$ cat config.mk
export PLATFORM = sky130hd
export DESIGN_NAME = ils_ctrl
export DESIGN_NICKNAME = d
export VERILOG_FILES = /design/src/rtl/ils_pkg.sv /design/src/rtl/ils_ctrl.sv
export SDC_FILE = /design/constraint.sdc
export NUM_CORES = 1
export LEC_CHECK = 0
export BUFFER_PORTS_ARGS = -buffer_cell sky130_fd_sc_hd__buf_4
export CAP_MARGIN = 10
export CORE_UTILIZATION = 40
export DETAILED_ROUTE_END_ITERATION = 12
export PLACE_DENSITY = 0.73
export SETUP_SLACK_MARGIN = 0.02
export SLEW_MARGIN = 20
export SYNTH_ARGS = -nofsm -noshare
export SYNTH_HDL_FRONTEND = slang
export SYNTH_SLANG_ARGS = --single-unit
$ cat constraint.sdc
create_clock -name clk -period 3.4 [get_ports clk]
set_clock_uncertainty 0.15 [all_clocks]
set_input_delay 0.34 -clock clk [delete_from_list [all_inputs] [get_ports clk]]
set_output_delay 0.34 -clock clk [all_outputs]
set_load 0.02 [all_outputs]
$ cat src/rtl/ils_pkg.sv
package ils_pkg;

  localparam int N_UNK = 3;
  localparam int IDX_W = 2;
  localparam int FRAC_BITS = 32;
  localparam int MAT_DEPTH = N_UNK * N_UNK;
  localparam int MAT_W = 4;

  localparam logic [1:0] ACT_LOAD_COEFF = 2'd0;
  localparam logic [1:0] ACT_LOAD_RHS   = 2'd1;
  localparam logic [1:0] ACT_SOLVE      = 2'd2;

  localparam logic [1:0] CFG_METHOD    = 2'd0;
  localparam logic [1:0] CFG_TOLERANCE = 2'd1;
  localparam logic [1:0] CFG_MAX_ITER  = 2'd2;

  localparam logic [1:0] ST_CONVERGED = 2'd0;
  localparam logic [1:0] ST_LIMIT     = 2'd1;
  localparam logic [1:0] ST_ZERO_DIAG = 2'd2;

  localparam logic [63:0] S64_MAX = 64'h7FFF_FFFF_FFFF_FFFF;
  localparam logic [63:0] S64_MIN = 64'h8000_0000_0000_0000;

  // Commands from the controller to the datapath.
  typedef struct packed {
    logic             clear;      // zero solution, count and change
    logic             chk_diag;   // test diagonal entry of row
    logic             iter_start; // zero the running maximum
    logic             acc_init;   // accumulator takes the rhs
    logic             mul_start;  // register product operands for column
    logic             acc_sub;    // subtract the registered product
    logic             div_start;  // start the serial divider
    logic             row_commit; // store new value and update maximum
    logic             iter_end;   // count iteration, copy Jacobi vector
    logic [IDX_W-1:0] row;
    logic [IDX_W-1:0] col;
  } ils_cmd_t;

  // Status from the datapath.
  typedef struct packed {
    logic zero_diag;
    logic mul_done;
    logic div_done;
    logic above;
    logic limit_hit;
  } ils_stat_t;

  function automatic logic [63:0] mag64(input logic [63:0] v);
    mag64 = v[63] ? (64'd0 - v) : v;
  endfunction

  function automatic logic [63:0] sat_sub(input logic [63:0] a, input logic [63:0] b);
    logic [63:0] r;
    r = a - b;
    if (((a ^ b) & (a ^ r)) >> 63 != 64'd0) sat_sub = a[63] ? S64_MIN : S64_MAX;
    else sat_sub = r;
  endfunction

  function automatic logic [63:0] signed_sat(input logic neg, input logic big,
                                             input logic [63:0] m);
    logic [63:0] lim;
    logic [63:0] mm;
    lim = neg ? S64_MIN : S64_MAX;
    mm = (big || m > lim) ? lim : m;
    signed_sat = neg ? (64'd0 - mm) : mm;
  endfunction

endpackage

$ cat src/rtl/ils_ctrl.sv
module ils_ctrl
  import ils_pkg::*;
(
  input  logic             clk,
  input  logic             rst,
  input  logic             start,
  input  ils_stat_t        stat,
  input  logic             out_free,
  output ils_cmd_t         cmd,
  output logic             busy,
  output logic             emit,
  output logic [IDX_W-1:0] emit_idx
);

  typedef enum logic [9:0] {
    S_IDLE  = 10'b0000000001,
    S_DIAG  = 10'b0000000010,
    S_TEST  = 10'b0000000100,
    S_ROW   = 10'b0000001000,
    S_MUL   = 10'b0000010000,
    S_SUB   = 10'b0000100000,
    S_DIV   = 10'b0001000000,
    S_WAIT  = 10'b0010000000,
    S_NEXT  = 10'b0100000000,
    S_EMIT  = 10'b1000000000
  } state_t;

  state_t state, state_next;
  logic [IDX_W-1:0] row, row_next, col, col_next;

  assign busy = (state != S_IDLE);
  assign emit_idx = row;

  always_ff @(posedge clk) begin
    if (rst) begin
      state <= S_IDLE;
      row <= '0;
      col <= '0;
    end else begin
      state <= state_next;
      row <= row_next;
      col <= col_next;
    end
  end

  // Sequencing of rows, columns and iterations.
  always_comb begin
    state_next = state;
    row_next = row;
    col_next = col;
    cmd = '0;
    cmd.row = row;
    cmd.col = col;
    emit = 1'b0;
    unique case (state)
      S_IDLE: begin
        if (start) begin
          cmd.clear = 1'b1;
          row_next = '0;
          state_next = S_DIAG;
        end
      end
      S_DIAG: begin
        cmd.chk_diag = 1'b1;
        if (row == IDX_W'(N_UNK - 1)) begin
          row_next = '0;
          state_next = S_TEST;
        end else begin
          row_next = row + 1'b1;
        end
      end
      S_TEST: begin
        row_next = '0;
        if (stat.zero_diag || stat.limit_hit || !stat.above) begin
          state_next = S_EMIT;
        end else begin
          cmd.iter_start = 1'b1;
          state_next = S_ROW;
        end
      end
      S_ROW: begin
        cmd.acc_init = 1'b1;
        col_next = '0;
        state_next = S_MUL;
      end
      S_MUL: begin
        if (col == row) begin
          if (col == IDX_W'(N_UNK - 1)) state_next = S_DIV;
          else col_next = col + 1'b1;
        end else begin
          cmd.mul_start = 1'b1;
          state_next = S_SUB;
        end
      end
      S_SUB: begin
        if (stat.mul_done) begin
          cmd.acc_sub = 1'b1;
          if (col == IDX_W'(N_UNK - 1)) begin
            state_next = S_DIV;
          end else begin
            col_next = col + 1'b1;
            state_next = S_MUL;
          end
        end
      end
      S_DIV: begin
        cmd.div_start = 1'b1;
        state_next = S_WAIT;
      end
      S_WAIT: begin
        if (stat.div_done) begin
          cmd.row_commit = 1'b1;
          state_next = S_NEXT;
        end
      end
      S_NEXT: begin
        if (row == IDX_W'(N_UNK - 1)) begin
          cmd.iter_end = 1'b1;
          row_next = '0;
          state_next = S_TEST;
        end else begin
          row_next = row + 1'b1;
          state_next = S_ROW;
        end
      end
      S_EMIT: begin
        if (out_free) begin
          emit = 1'b1;
          if (row == IDX_W'(N_UNK - 1)) begin
            row_next = '0;
            state_next = S_IDLE;
          end else begin
            row_next = row + 1'b1;
          end
        end
      end
      default: state_next = S_IDLE;
    endcase
  end

endmodule

==> impl_metrics.py <==
metrics = {
    "status": {
        "outcome": "complete, no violations",
    },
    "power": {
        "power.switching_uw": 285,
        "clkPwrFrac": 0.186,
        "irDropWorstVdd_mv": 0.397,
        "seqPwrFrac": 0.324,
        "power_frac_comb": 0.490,
        "p_leak_uw": 0.000533,
        "p_per_area_nw_per_um2": 513,
        "netSwitchingFraction": 0.430,
        "p_int_uw": 379,
    },
    "clock_tree": {
        "htree_num_levels": 1,
        "post_cts_resized": 0,
        "cts_buffers": 3,
        "cts_tree": "done",
        "clk_pin_slew_worst_paths_ps": 90,
        "post-cts-setup-buffers": 0,
        "root_buffer": "clkbuf_4",
        "cts_max_path_buffers": 2,
        "clock_latency_ps": 280,
        "clock_sinks": 14,
        "holdBufCountCts": 0,
    },
    "die": {
        "die_h_um": 54.4,
        "die-area_sq_um": 2960,
        "initial_core_util": 0.431,
        "ios": 26,
        "die-width_um": 54.4,
        "core_sq_um": 2540,
        "core.rowCount": 18,
    },
    "detailed_routing": {
        "vias": 1202,
        "drt_wl_total_um": 3200,
        "dr.pass1.iters": 4,
        "drtAntennaViolNets": 0,
        "drt_iter0_drc": 34,
        "wl_per_cell_um": 16.9,
        "vias_per_cell": 6.36,
        "drc": 0,
    },
    "timing": {
        "finalCritPeriodShare": 0.822,
        "tightest_slew_ps": 722,
        "period_needed_ps": 2790,
        "final.setup.tns_ps": 0,
        "slew_headroom": 0.514,
        "final_max_slew_viol_count": 0,
        "max_freq_mhz": 358,
        "setup_viol": 0,
        "final_hold_viol_count": 0,
        "rsz0062_at_grt": "no",
    },
    "layout": {
        "layout-drive-gt1-share": 0.239,
        "area_growth_pct": 18.0,
        "n_antenna_cell": 0,
        "fillers": 266,
        "fin_nets": 170,
        "post-route-util": 0.509,
    },
    "synth": {
        "yosys_warnings": 0,
        "synth_top_area_frac": 0.255,
        "synth_top_area_cell": "dfxtp_1",
        "ys_ff_latch": 14,
        "synth_edf_count": 0,
        "ys_async_sr_fraction": 0,
        "synth_cell_types": 43,
        "syn_inst": 142,
        "synthTopCellsByArea": "dfxtp_1, o21ai_0, xor2_1",
        "postSynthAreaPerCell_sq_um": 7.73,
        "synth-main-ff-cell": "dfxtp_1",
        "synth_seq_area_share": 0.255,
        "syn_area_sq_um": 1100,
        "synth_fp_nets": 152,
    },
    "setup_path": {
        "cp_max_fo": 11,
        "regToRegEndpoint": "state[8]",
        "end_kind": "primary output",
        "reg2reg_from": "state[4]",
        "slowest_stage": "or4_1",
        "setup.worst_path.class": "reg2out",
        "slowest_delay_ps": 650,
        "r2r_slack_ps": 810,
        "crit_required_ps": 2910,
        "worst_ep_arrival_time_ps": 2300,
        "critPathTopFamily": "simple AND/OR/NAND/NOR gates",
        "crit_path_cell_trace": "or4_1 -> nor3_1 -> nand3_1 -> nor2_1 -> buf_4",
        "rr_worst_depth": 6,
        "critPathBufInv": 1,
        "cp-start-kind": "register",
    },
    "worst_hold_path": {
        "holdCritStartpoint": "rst",
        "holdPathEnd": "emit_idx[1]",
        "min_path_cells": 2,
        "hold_class": "in2reg",
    },
    "placed_design": {
        "gp_congestion": 0.954,
        "portBuffers": 25,
        "dp.final_hpwl_um": 2410,
    },
    "global_routing": {
        "gr-usage-all-layers": 0.230,
        "grt_antenna_before_repair": 0,
        "grt_start_max_net_pins": 15,
        "grt_pass1_wl_um": 4840,
        "grt_overflow": 0,
        "grt_pass1_vias": 1059,
    },
    "job": {
        "maxCapViolations": 0,
    },
}
[state kept, by name (all words and copies together) (netlist names)]
| signal | count |
|---|---|
| col | 2 |
| emit_idx | 2 |
| state | 10 |
[cell type report]
class,instances,area (sq um),share of cell area
timing repair buffer,25,188,0.145
multi-input combinational,112,738,0.570
inverter,4,15.0,0.0116
sequential,14,280,0.216
clock buffer,4,36.3,0.0280
tap,30,37.5,0.0290
[placed cells by master, fill, tap and decap left out, drive strengths merged, types with 4 or more instances in the layout]
| cell | n |
|---|---|
| a21oi | 10 |
| and4 | 4 |
| buf | 25 |
| clkbuf | 4 |
| dfxtp | 14 |
| inv | 4 |
| nand3 | 4 |
| nand4 | 6 |
| nor2 | 13 |
| nor3 | 8 |
| nor4 | 6 |
| o21ai | 12 |
| or4 | 4 |
| or4b | 5 |
| xor2 | 6 |
[how the worst max path moves through the flow]
stage,startpoint,to,slack [ps],cells past startpoint
after global routing,state[9],cmd[10],460,5
after detailed placement,state[4],state[8],860,6
after global placement,state[4],state[0],920,5
after floorplan,state[2],state[0],1100,6
after CTS,state[4],cmd[10],630,5
final,state[4],cmd[10],610,5
[metal layers]
layer	track usage	part of all wire
met1	0.303	0.43
met2	0.337	0.47
met3	0.0667	0.085
met4	0.115	0.014
met5	0	0
[logic make-up after synthesis]
family                     Yosys count  synth area share
AOI/OAI and AO/OA                   37             0.218
xor gates and xnor gates             6            0.0479
DFF                                 14             0.255
buffers and inverters               16            0.0718
and+or+nand+nor                     68             0.396
adders and majority gates            1            0.0114
[metrics by stage]
stage	instances	hold slack [ps]	setup slack [ps]	total power, uW	area, sq um
final	189	188	605	664	1290
after global placement	185	360	921	532	1260
after global routing	189	187	457	700	1290
after floorplan	142	269	1100	443	1100
after detailed placement	185	374	861	535	1260
after CTS	189	175	629	660	1290
[power groups by stage]
stage                     registers, uW  clock network, uW  logic (uW)
after floorplan                     198                  0         245
after global placement              216                  0         316
after detailed placement            217                  0         318
after CTS                           213                127         319
after global routing                218                134         348
final                               215                124         325
[cells in the mapped netlist, types with 2 or more instances]
| cell type | count |
|---|---|
| clkbuf_1 | 6 |
| and4_1 | 4 |
| buf_4 | 2 |
| nor4_1 | 6 |
| nor4b_1 | 2 |
| or4_4 | 2 |
| nand4_1 | 6 |
| o21ai_0 | 12 |
| o21a_1 | 3 |
| nand2b_1 | 2 |
| dfxtp_1 | 14 |
| xor2_1 | 6 |
| or4b_2 | 4 |
| inv_1 | 4 |
| and2_1 | 2 |
| a21oi_1 | 10 |
| a2bb2oi_1 | 2 |
| nor2_1 | 12 |
| nor3_1 | 8 |
| nand4b_1 | 2 |
| nand2_1 | 3 |
| and3_1 | 3 |
| or4_1 | 2 |
| buf_2 | 3 |
| nand3_1 | 4 |
No activity file was read; power rests on OpenSTA's default activity.
